<file path="src/rtl/assert_macros.svh">
// Assertion macros shared by the sensor grid debounce RTL.
`ifndef ASSERT_MACROS_SVH
`define ASSERT_MACROS_SVH

// Checked on every rising clk_i edge, masked while rst_ni is low.
`define SGDO_ASSERT(lbl, prop, msg) \
  lbl: assert property (@(posedge clk_i) disable iff (!rst_ni) prop) else $error(msg);

// Checked on every rising clk_i edge, reset included.
`define SGDO_ASSERT_ALWAYS(lbl, prop, msg) \
  lbl: assert property (@(posedge clk_i) prop) else $error(msg);

`endif

</file>
<file path="src/rtl/sgdo_pkg.sv">
// Shared types and constants of the sensor grid debounce block.
package sgdo_pkg;

  localparam int unsigned TimeW   = 32;
  localparam int unsigned SampleW = 16;
  localparam int unsigned CoordW  = 3;
  localparam int unsigned BitW    = 6;
  localparam int unsigned BoardW  = 64;
  localparam int unsigned CfgIdxW = 2;
  localparam int unsigned CfgW    = 16;
  localparam int unsigned InDataW  = 56;
  localparam int unsigned OutDataW = 72;

  localparam logic [CfgIdxW-1:0] CfgBaseValue    = 2'd0;
  localparam logic [CfgIdxW-1:0] CfgDetectOffset = 2'd1;
  localparam logic [CfgIdxW-1:0] CfgStableTime   = 2'd2;

  localparam logic [CfgW-1:0] BaseValueRst    = 16'd2048;
  localparam logic [CfgW-1:0] DetectOffsetRst = 16'd200;
  localparam logic [CfgW-1:0] StableTimeRst   = 16'd50;

  // One entry of the per-cell store.
  typedef struct packed {
    logic             state;
    logic             stable;
    logic [TimeW-1:0] ctime;
  } cell_t;

  // Result of the per-cell update.
  typedef struct packed {
    cell_t entry;
    logic  settle;  // hold time exceeded: bitmap bit takes entry.state
  } upd_t;

endpackage

</file>
<file path="src/rtl/sensor_grid_debounce_occupancy.sv">
// Top level of the sensor grid debounce and occupancy bitmap block.
//
//  channel   dir  handshake                      contents
//  s_axis    in   s_axis_tvalid/s_axis_tready    one scanned cell sample
//  m_axis    out  m_axis_tvalid/m_axis_tready    raw state, stable mark, bitmap
//  cfg       in   cfg_we_i                       register write, no read-back
//
// One transfer per cycle sustained while m_axis_tready is high; items pass the
// threshold stage, cell memory read with update and write-back, result reg.
// Consecutive items on one cell are served by a write bypass in the memory.
// Reset clears cell state through per-entry valid bits, no clearing pass.
// A stalled output holds one result; one more item waits in the update stage.
`include "assert_macros.svh"

module sensor_grid_debounce_occupancy #(
  parameter int unsigned GRID_SIZE = 8
) (
  input  logic                              clk_i,
  input  logic                              rst_ni,
  // tdata: cell_col[2:0], cell_row[5:3], sample[21:6], now_ms[53:22], zero pad
  input  logic [sgdo_pkg::InDataW-1:0]      s_axis_tdata,
  input  logic                              s_axis_tvalid,
  output logic                              s_axis_tready,
  // tdata: raw_occupied[0], cell_stable[1], board[65:2], zero pad
  output logic [sgdo_pkg::OutDataW-1:0]     m_axis_tdata,
  output logic                              m_axis_tvalid,
  input  logic                              m_axis_tready,
  input  logic                              cfg_we_i,
  input  logic [sgdo_pkg::CfgIdxW-1:0]      cfg_idx_i,
  input  logic [sgdo_pkg::CfgW-1:0]         cfg_data_i
);

  localparam int unsigned DEPTH = GRID_SIZE * GRID_SIZE;
  localparam int unsigned AW    = $clog2(DEPTH);
  localparam logic [sgdo_pkg::CoordW:0] GridLim = (sgdo_pkg::CoordW + 1)'(GRID_SIZE);
  localparam logic [sgdo_pkg::BitW-1:0] GridMul = sgdo_pkg::BitW'(GRID_SIZE);

  // configuration
  logic [sgdo_pkg::CfgW-1:0] base_q, offset_q, stime_q;

  always_ff @(posedge clk_i or negedge rst_ni) begin
    if (!rst_ni) begin
      base_q   <= sgdo_pkg::BaseValueRst;
      offset_q <= sgdo_pkg::DetectOffsetRst;
      stime_q  <= sgdo_pkg::StableTimeRst;
    end else if (cfg_we_i) begin
      case (cfg_idx_i)
        sgdo_pkg::CfgBaseValue:    base_q   <= cfg_data_i;
        sgdo_pkg::CfgDetectOffset: offset_q <= cfg_data_i;
        sgdo_pkg::CfgStableTime:   stime_q  <= cfg_data_i;
        default: ;
      endcase
    end
  end

  // input fields
  logic [sgdo_pkg::CoordW-1:0]  in_col, in_row;
  logic [sgdo_pkg::SampleW-1:0] in_sample;
  logic [sgdo_pkg::TimeW-1:0]   in_now;

  assign in_col    = s_axis_tdata[2:0];
  assign in_row    = s_axis_tdata[5:3];
  assign in_sample = s_axis_tdata[21:6];
  assign in_now    = s_axis_tdata[53:22];

  // threshold and address
  logic [sgdo_pkg::SampleW-1:0] diff;
  logic                         raw;
  logic                         in_grid;
  logic [sgdo_pkg::BitW-1:0]    bit_idx;
  logic [AW-1:0]                rd_addr;

  assign diff    = (in_sample >= base_q) ? (in_sample - base_q) : (base_q - in_sample);
  assign raw     = diff > offset_q;
  assign in_grid = ({1'b0, in_col} < GridLim) && ({1'b0, in_row} < GridLim);
  assign bit_idx = ({{(sgdo_pkg::BitW - sgdo_pkg::CoordW){1'b0}}, in_row} * GridMul)
                 + {{(sgdo_pkg::BitW - sgdo_pkg::CoordW){1'b0}}, in_col};
  assign rd_addr = in_grid ? bit_idx[AW-1:0] : '0;

  // pipeline control
  logic s1_vld_q, out_vld_q;
  logic out_free, s1_adv, in_acc;

  assign out_free      = !out_vld_q || m_axis_tready;
  assign s1_adv        = s1_vld_q && out_free;
  assign s_axis_tready = !s1_vld_q || out_free;
  assign in_acc        = s_axis_tvalid && s_axis_tready;

  // update stage
  logic                       s1_raw_q, s1_grid_q;
  logic [sgdo_pkg::TimeW-1:0] s1_now_q;
  logic [sgdo_pkg::BitW-1:0]  s1_bit_q;
  logic [sgdo_pkg::BoardW-1:0] map_q, map_d, bit_mask;
  sgdo_pkg::cell_t            cur_cell;
  sgdo_pkg::upd_t             upd;
  logic                       wr_en;

  sgdo_cell_mem #(
    .DEPTH (DEPTH),
    .AW    (AW)
  ) u_cell_mem (
    .clk_i     (clk_i),
    .rst_ni    (rst_ni),
    .rd_en_i   (in_acc),
    .rd_addr_i (rd_addr),
    .wr_en_i   (wr_en),
    .wr_addr_i (s1_bit_q[AW-1:0]),
    .wr_data_i (upd.entry),
    .rd_data_o (cur_cell)
  );

  sgdo_update u_update (
    .cur_i         (cur_cell),
    .raw_i         (s1_raw_q),
    .now_i         (s1_now_q),
    .stable_time_i (stime_q),
    .upd_o         (upd)
  );

  assign wr_en    = s1_adv && s1_grid_q;
  assign bit_mask = sgdo_pkg::BoardW'(1) << s1_bit_q;

  always_comb begin
    map_d = map_q;
    if (wr_en && upd.settle) begin
      map_d = upd.entry.state ? (map_q | bit_mask) : (map_q & ~bit_mask);
    end
  end

  // result register
  logic                        out_raw_q, out_stable_q;
  logic [sgdo_pkg::BoardW-1:0] out_board_q;

  always_ff @(posedge clk_i or negedge rst_ni) begin
    if (!rst_ni) begin
      s1_vld_q  <= 1'b0;
      out_vld_q <= 1'b0;
      map_q     <= '0;
    end else begin
      if (s_axis_tready) begin
        s1_vld_q <= in_acc;
      end
      if (out_free) begin
        out_vld_q <= s1_vld_q;
      end
      map_q <= map_d;
    end
  end

  always_ff @(posedge clk_i) begin
    if (in_acc) begin
      s1_raw_q  <= raw;
      s1_grid_q <= in_grid;
      s1_now_q  <= in_now;
      s1_bit_q  <= bit_idx;
    end
    if (s1_adv) begin
      out_raw_q    <= s1_raw_q;
      out_stable_q <= s1_grid_q && upd.entry.stable;
      out_board_q  <= map_d;
    end
  end

  assign m_axis_tvalid = out_vld_q;
  assign m_axis_tdata  = {{(sgdo_pkg::OutDataW - sgdo_pkg::BoardW - 2){1'b0}},
                          out_board_q, out_stable_q, out_raw_q};

  `SGDO_ASSERT(a_map_needs_write, (map_q != $past(map_q)) |-> $past(wr_en), "bitmap changed without a cell write")
  `SGDO_ASSERT(a_offgrid_unstable, (s1_adv && !s1_grid_q) |=> !out_stable_q, "cell outside grid reported stable")
  `SGDO_ASSERT(a_hold_under_stall, (s1_vld_q && !out_free) |=> (s1_vld_q && $stable(s1_bit_q)), "update stage lost an item while stalled")
  `SGDO_ASSERT_ALWAYS(a_reset_idle, !rst_ni |-> (!m_axis_tvalid && !s1_vld_q), "pipeline valid during reset")

endmodule

</file>
<file path="src/rtl/sgdo_cell_mem.sv">
// Per-cell state memory with registered read, valid bits and write bypass.
`include "assert_macros.svh"

module sgdo_cell_mem #(
  parameter int unsigned DEPTH = 64,
  parameter int unsigned AW    = 6
) (
  input  logic            clk_i,
  input  logic            rst_ni,
  input  logic            rd_en_i,
  input  logic [AW-1:0]   rd_addr_i,
  input  logic            wr_en_i,
  input  logic [AW-1:0]   wr_addr_i,
  input  sgdo_pkg::cell_t wr_data_i,
  output sgdo_pkg::cell_t rd_data_o
);

  sgdo_pkg::cell_t mem_q [DEPTH];
  sgdo_pkg::cell_t rd_q;
  sgdo_pkg::cell_t byp_q;
  logic [DEPTH-1:0] vld_q;
  logic             rd_vld_q;
  logic             byp_hit_q;

  always_ff @(posedge clk_i) begin
    if (wr_en_i) begin
      mem_q[wr_addr_i] <= wr_data_i;
    end
    if (rd_en_i) begin
      rd_q  <= mem_q[rd_addr_i];
      byp_q <= wr_data_i;
    end
  end

  // Entries never written read as the reset value (all zero).
  always_ff @(posedge clk_i or negedge rst_ni) begin
    if (!rst_ni) begin
      vld_q     <= '0;
      rd_vld_q  <= 1'b0;
      byp_hit_q <= 1'b0;
    end else begin
      if (wr_en_i) begin
        vld_q[wr_addr_i] <= 1'b1;
      end
      if (rd_en_i) begin
        rd_vld_q  <= vld_q[rd_addr_i];
        byp_hit_q <= wr_en_i && (wr_addr_i == rd_addr_i);
      end
    end
  end

  assign rd_data_o = byp_hit_q ? byp_q : (rd_vld_q ? rd_q : '0);

  `SGDO_ASSERT(a_bypass, (rd_en_i && wr_en_i && rd_addr_i == wr_addr_i) |=> (rd_data_o == $past(wr_data_i)), "read beside write of same entry missed the new data")
  `SGDO_ASSERT(a_valid_set, wr_en_i |=> vld_q[$past(wr_addr_i)], "written entry not marked valid")
  `SGDO_ASSERT(a_unwritten_zero, (rd_en_i && !wr_en_i && !vld_q[rd_addr_i]) |=> (rd_data_o == '0), "unwritten entry read nonzero")

endmodule

</file>
<file path="src/rtl/sgdo_update.sv">
// Per-cell debounce update: change tracking and hold-time check.
module sgdo_update (
  input  sgdo_pkg::cell_t                cur_i,
  input  logic                           raw_i,
  input  logic [sgdo_pkg::TimeW-1:0]     now_i,
  input  logic [sgdo_pkg::CfgW-1:0]      stable_time_i,
  output sgdo_pkg::upd_t                 upd_o
);

  sgdo_pkg::cell_t              nxt;
  logic [sgdo_pkg::TimeW-1:0]   elapsed;
  logic                         settle;

  always_comb begin
    nxt = cur_i;
    if (raw_i != cur_i.state) begin
      nxt.state  = raw_i;
      nxt.ctime  = now_i;
      nxt.stable = 1'b0;
    end
    // wrapping difference: time running backwards reads as a long hold
    elapsed = now_i - nxt.ctime;
    settle  = elapsed > {{(sgdo_pkg::TimeW - sgdo_pkg::CfgW){1'b0}}, stable_time_i};
    if (settle) begin
      nxt.stable = 1'b1;
    end
    upd_o.entry  = nxt;
    upd_o.settle = settle;
  end

endmodule
</file>
<file path="config.mk">
export PLATFORM = sky130hd
export DESIGN_NAME = sensor_grid_debounce_occupancy
export DESIGN_NICKNAME = d
export VERILOG_FILES = /design/src/rtl/sgdo_pkg.sv /design/src/rtl/sensor_grid_debounce_occupancy.sv /design/src/rtl/sgdo_cell_mem.sv /design/src/rtl/sgdo_update.sv
export VERILOG_INCLUDE_DIRS = /design/src /design/src/rtl
export SDC_FILE = /design/constraint.sdc
export NUM_CORES = 2
export LEC_CHECK = 0
export BUFFER_PORTS_ARGS = -buffer_cell sky130_fd_sc_hd__buf_2
export CAP_MARGIN = 20
export CORE_MARGIN = 2
export CORE_UTILIZATION = 45
export CTS_CLUSTER_DIAMETER = 50
export CTS_CLUSTER_SIZE = 20
export DETAILED_ROUTE_END_ITERATION = 7
export PLACE_DENSITY = 0.64
export SYNTH_ARGS = -nofsm -noshare
export SYNTH_HDL_FRONTEND = slang
export SYNTH_HIERARCHICAL = 1
export SYNTH_SLANG_ARGS = --single-unit
</file>
<file path="constraint.sdc">
create_clock -name clk_i -period 11 [get_ports clk_i]
set_input_delay 3.3 -clock clk_i [delete_from_list [all_inputs] [get_ports clk_i]]
set_output_delay 3.3 -clock clk_i [all_outputs]
set_load 0.005 [all_outputs]
</file>
Word level (Yosys, flattened, before mapping)
Memory sizes are Yosys's and may differ from the RTL's. A register that Yosys moved wholly into a read port is not among the register bits.
Index checks and enable logic that the tools add are counted.
W data, S select, Z words.
{"block": "word_totals", "reg_bits": 319, "ramBits": 2176, "out_inout_bits": 74, "wordCells": 64, "n_memories": 1}
{"block": "op_classes", "add_sub_neg": 4, "magnitude_cmp": 6, "eq_ne": 4, "shift": 1, "muxes": 13, "bitwise": 4, "reduce_logical": 13}
{"name": "u_cell_mem.mem_q", "depth": 64, "word_bits": 34, "read_ports": 1, "rd_ports_with_merged_regs": 1, "wr": 1, "line_no": "sgdo_cell_mem.sv:18", "source": "sgdo_pkg::cell_t mem_q [DEPTH];"}
{"cell": "$mux W64", "count": 2}
{"cell": "$or A64 B64 Y64", "count": 2}
{"cell": "$mux W34", "count": 3}
{"cell": "$and A64 B64 Y64", "count": 1}
{"cell": "$not A64 Y64", "count": 1}
{"cell": "$shl A1 B6 Y64 const A", "count": 1}
{"cell": "$gt A32 B16 Y1", "count": 1}
{"cell": "$sub A16 B16 Y16", "count": 2}
{"cell": "$sub A32 B32 Y32", "count": 1}
{"cell": "$ge A16 B16 Y1", "count": 1}
{"cell": "$gt A16 B16 Y1", "count": 1}
{"cell": "$mux W16", "count": 1}
{"cell": "$lt A6 B7 Y1 const B", "count": 2}
{"cell": "$add A6 B3 Y6", "count": 1}
{"cell": "$bmux W1 S6", "count": 1}
{"cell": "$demux W1 S6", "count": 1}
{"cell": "$eq A6 B6 Y1", "count": 1}
{"cell": "$ge A6 B1 Y1 const B", "count": 1}
{"cell": "$reduce_and A2 Y1", "count": 3}
{"cell": "$logic_and A1 B1 Y1", "count": 5}
{"cell": "$mux W1", "count": 5}
{"cell": "$eq A2 B1 Y1 const B", "count": 1}
{"cell": "$eq A2 B2 Y1 const B", "count": 1}
{"cell": "$logic_not A1 Y1", "count": 2}
{"cell": "3 further kinds", "count": 4}

Longest topological paths before layout
{"block": "depth", "word_depth": 8, "mapped_depth": 40, "ltp_nobuf": 32}

Modules after synthesis
The synthesis kept the hierarchy.
{"mod": "sgdo_cell_mem", "n_inst": 1, "cells_per_inst": 3567, "area_per_inst_um2": 87691.6, "seq_area_each_um2": 69036.2}
{"mod": "sensor_grid_debounce_occupancy", "n_inst": 1, "cells_per_inst": 743, "area_per_inst_um2": 9740.6, "seq_area_each_um2": 6014.5}
{"mod": "sgdo_update", "n_inst": 1, "cells_per_inst": 508, "area_per_inst_um2": 3353.2, "seq_area_each_um2": 0.0}

Least setup slack after synthesis
No wires, ideal clock.
{"block": "synth_path", "path_type": "reg-to-reg", "start": "register u_cell_mem.byp_hit_q", "end": "register out_stable_q, data pin", "arrival_time_ps": 10061, "required_time_ps": 10313, "slack_ps": 252, "stages_incl_launch_ff": 33, "n_path_buf": 7, "synth_period_minus_slack_ps": 10748, "cell_sequence": "dfrtp_1 > clkbuf_1 > nor2b_1 > clkbuf_1 > a22o_1 > inv_1 > ha_1 > buf_2 > clkbuf_1 > clkbuf_1 > clkbuf_1 > clkbuf_1 > o21ai_0 > ha_1 > or2b_1 > o22ai_1 > a311oi_2 > a21oi_1 > a22oi_1 > inv_1 > a21oi_1 > o21ai_0 > xor2_1 > ha_1 > nand4_1 > or3_1 > nor3_1 > a31oi_1 > nor2_1 > o2111ai_1 > or4_4 > nor4_2 > nand4b_1"}
{"element": "from (decl)", "line_no": "sgdo_cell_mem.sv:23", "source": "logic byp_hit_q;"}
{"element": "from (signal assigned)", "line_no": "sgdo_cell_mem.sv:47", "source": "byp_hit_q <= wr_en_i && (wr_addr_i == rd_addr_i);"}
{"element": "to (signal assigned)", "line_no": "sensor_grid_debounce_occupancy.sv:159", "source": "out_stable_q <= s1_grid_q && upd.entry.stable;"}
{"element": "to (decl)", "line_no": "sensor_grid_debounce_occupancy.sv:131", "source": "logic out_raw_q, out_stable_q;"}

==> impl_metrics.ini <==
[synthesis]
syn_inst = 4818
yosysTopAreaCell = edfxtp_1
synth_area_um2 = 101000
yosysTopAreaCellShare = 0.700
synth.distinct_cells = 90
synthTopCellsByCount = edfxtp_1 (2349), mux4_2 (683), dfrtp_1 (173)
synth_edf_count = 2349
ys_warn_count = 6
async_reset_ff_frac = 0.0712
synthFlopType = edfxtp_1
synth.area.top_cells = edfxtp_1 (70%), mux4_2 (15%), dfrtp_1 (4.3%)
ys_seq_area_frac = 0.745
syn_avg_cell_area_um2 = 20.9
yosysMostFrequentCell = edfxtp_1
ys_ff_latch = 2529

[route]
post_drt_wl_per_cell_um = 29.3
drtPass1Iterations = 5
route.detailed.drc = 0
vias_per_cell = 5.98
drt-initial-drc-count = 5789
ant_nets = 0
totalWireLength_um = 240000
routed-via-count = 49060

[timing]
finClkSkew_ns = 0.0804
fmax_mhz = 119
finalCritPeriodShare = 0.767
period_needed_ns = 8.44
tightest_slew_ns = 1.15
setup_tns_ns = 0
hold_violations = 0
whs_ns = 0.464
max_slew_margin = 0.235
setup_viol = 0
rsz0062_at_grt = false
finalMaxSlewViolations = 0

[clock_tree]
cts_buffer_depth = 3
post-cts-setup-buffers = 0
cts.repair.resized = 0
cts_tree = done
cts_buffers = 196
cts.sinks = 2529
clkSlewWorstSetupHoldPaths_ns = 0.08
ctsHoldBuffers = 0
cts-root-buf = clkbuf_16
h-tree-depth = 4
clkLatencyLatePin_ns = 0.87

[hold_path]
min_path_type = reg -> reg

[placed_design]
hpwlAfterDp_um = 132000
port_buffers = 144
placed_cells = 7822
gp_congestion = 0.897

[power]
leakagePower_uw = 0.0369
p_per_area_nw_per_um2 = 202
vdd_drop_max_uv = 196
finalPower_uw = 22800

[setup_path]
end_kind = register
crit_arrival_ns = 9.05
start_kind = register
worstSetupPathType = reg -> reg
max_stage_delay_ns = 0.55
cp_slowest_cell = or4_4
cp.required_ns = 11.62
worstPathMaxFanout = 66

[floorplanning]
die_h_um = 477
coreArea_um2 = 223000
pin_count = 153
dieArea_um2 = 228000
rows = 173
start_util = 0.453
die_w_um = 477

[final_layout]
area_growth_pct = 12.1
final_nets = 5221
fillers = 17635
instances_no_fill = 8200
drive_gt1_frac = 0.308

[grt]
grt_use_total = 0.210
grt_overflow_total = 0
antenna_found_initial = 14
grt_max_degree = 138
grt_pass1_vias = 49118
grt_pass1_wl_um = 348000

[run]
max_cap_violations = 0

[run_status]
outcome = finished clean
==> power breakdown <==
| group | leakage (uW) | switching (uW) | internal (uW) |
|---|---|---|---|
| registers | 0.0235 | 114 | 11700 |
| logic | 0.00997 | 2270 | 1040 |
| clock network | 0.00338 | 3740 | 3930 |
==> registers in the layout (all words and copies together), names as in the netlist <==
signal / flops
u_cell_mem/mem_q: 2176
map_q: 64
out_board_q: 64
u_cell_mem/vld_q: 64
u_cell_mem/byp_q: 34
u_cell_mem/rd_q: 34
s1_now_q: 32
base_q: 16
offset_q: 16
stime_q: 16
s1_bit_q: 6
m_axis_tvalid: 1
out_raw_q: 1
out_stable_q: 1
s1_raw_q: 1
s1_vld_q: 1
u_cell_mem/byp_hit_q: 1
u_cell_mem/rd_vld_q: 1
==> worst max-delay path, delay by kind of cell (launching register included) <==
family	cells	cell delay [ns]
and+or+nand+nor	15	3.39
AOI/OAI and AO/OA	10	1.92
adders and majority gates	3	1.15
buffers and inverters	3	0.73
DFF	1	0.42
muxes	1	0.37
xor gates and xnor gates	1	0.19
==> cells in the final DEF, fill, tap and decap left out, types with 20 or more instances in the layout <==
cell type / count
a211oi_1: 23
nand2b_1: 29
ha_1: 85
nor2_1: 106
nand4_1: 24
nor2_4: 63
bufinv_16: 20
inv_1: 93
a22oi_1: 62
buf_4: 117
a22o_1: 34
dfrtp_1: 173
clkbuf_16: 196
mux2_2: 115
mux4_2: 683
or2_2: 68
inv_6: 28
edfxtp_1: 2349
xor2_1: 30
nor2b_1: 24
o21ai_0: 54
nand2_1: 148
nand3_1: 33
mux2i_1: 50
buf_2: 139
a21oi_1: 83
==> per-layer routing <==
| layer | routed length [um] | GRT usage | vias to the layer above | part of all wire |
|---|---|---|---|---|
| met5 | 19 | 0 | - | 0.000079 |
| met3 | 18700 | 0.0329 | 300 | 0.078 |
| met2 | 114000 | 0.332 | 1889 | 0.48 |
| met4 | 4750 | 0.0450 | 4 | 0.020 |
| met1 | 102000 | 0.310 | 26537 | 0.43 |
| li1 | - | - | 20330 | - |
==> worst paths after layout <==
kind                                            from              endpoint  slack (ns)  cells past startpoint
worst min-delay path            u_cell_mem/vld_q[15]  u_cell_mem/vld_q[15]        0.46                      1
worst max-delay path             u_cell_mem/rd_vld_q       out_board_q[56]        2.56                     33
min in group asynchronous                     rst_ni             base_q[3]        2.46                      1
worst max register to register   u_cell_mem/rd_vld_q       out_board_q[56]        2.56                     33
max in group asynchronous                     rst_ni  u_cell_mem/vld_q[45]        7.00                      2
worst min register to register  u_cell_mem/vld_q[15]  u_cell_mem/vld_q[15]        0.46                      1
==> logic make-up (layout without fill, tap and decap cells) <==
logic type	after synthesis	count (layout)	share of synthesized area
compound gates	380	380	0.0260
xor+xnor	50	50	0.00442
fa+ha+maj	90	90	0.0113
buf+inv	352	747	0.0157
flops	2529	2529	0.745
mux	848	848	0.170
other cells	1	13	0.0000372
simple gates	568	568	0.0274
==> stage by stage <==
step | worst slack, ns | area (um^2) | utilization
finish | 2.56 | 113000 | 0.508
floorplan | 0.252 | 101000 | -
CTS | 2.51 | 113000 | 0.507
global placement | 2.59 | 106000 | 0.475
global route | 1.93 | 113000 | 0.508
detailed placement | 2.52 | 106000 | 0.475
==> layout make-up <==
type / instances / area [um^2] / area share
multi-input cells: 1942 / 24700 / 0.219
inverters: 106 / 398 / 0.00352
clock buffers: 205 / 4940 / 0.0437
clock inverters: 157 / 2090 / 0.0185
well taps: 2975 / 3720 / 0.0330
diodes: 7 / 17.5 / 0.000155
flip-flops and latches: 2529 / 75100 / 0.664
repair buffers: 279 / 2010 / 0.0178
No activity file was read; power rests on OpenSTA's default activity.
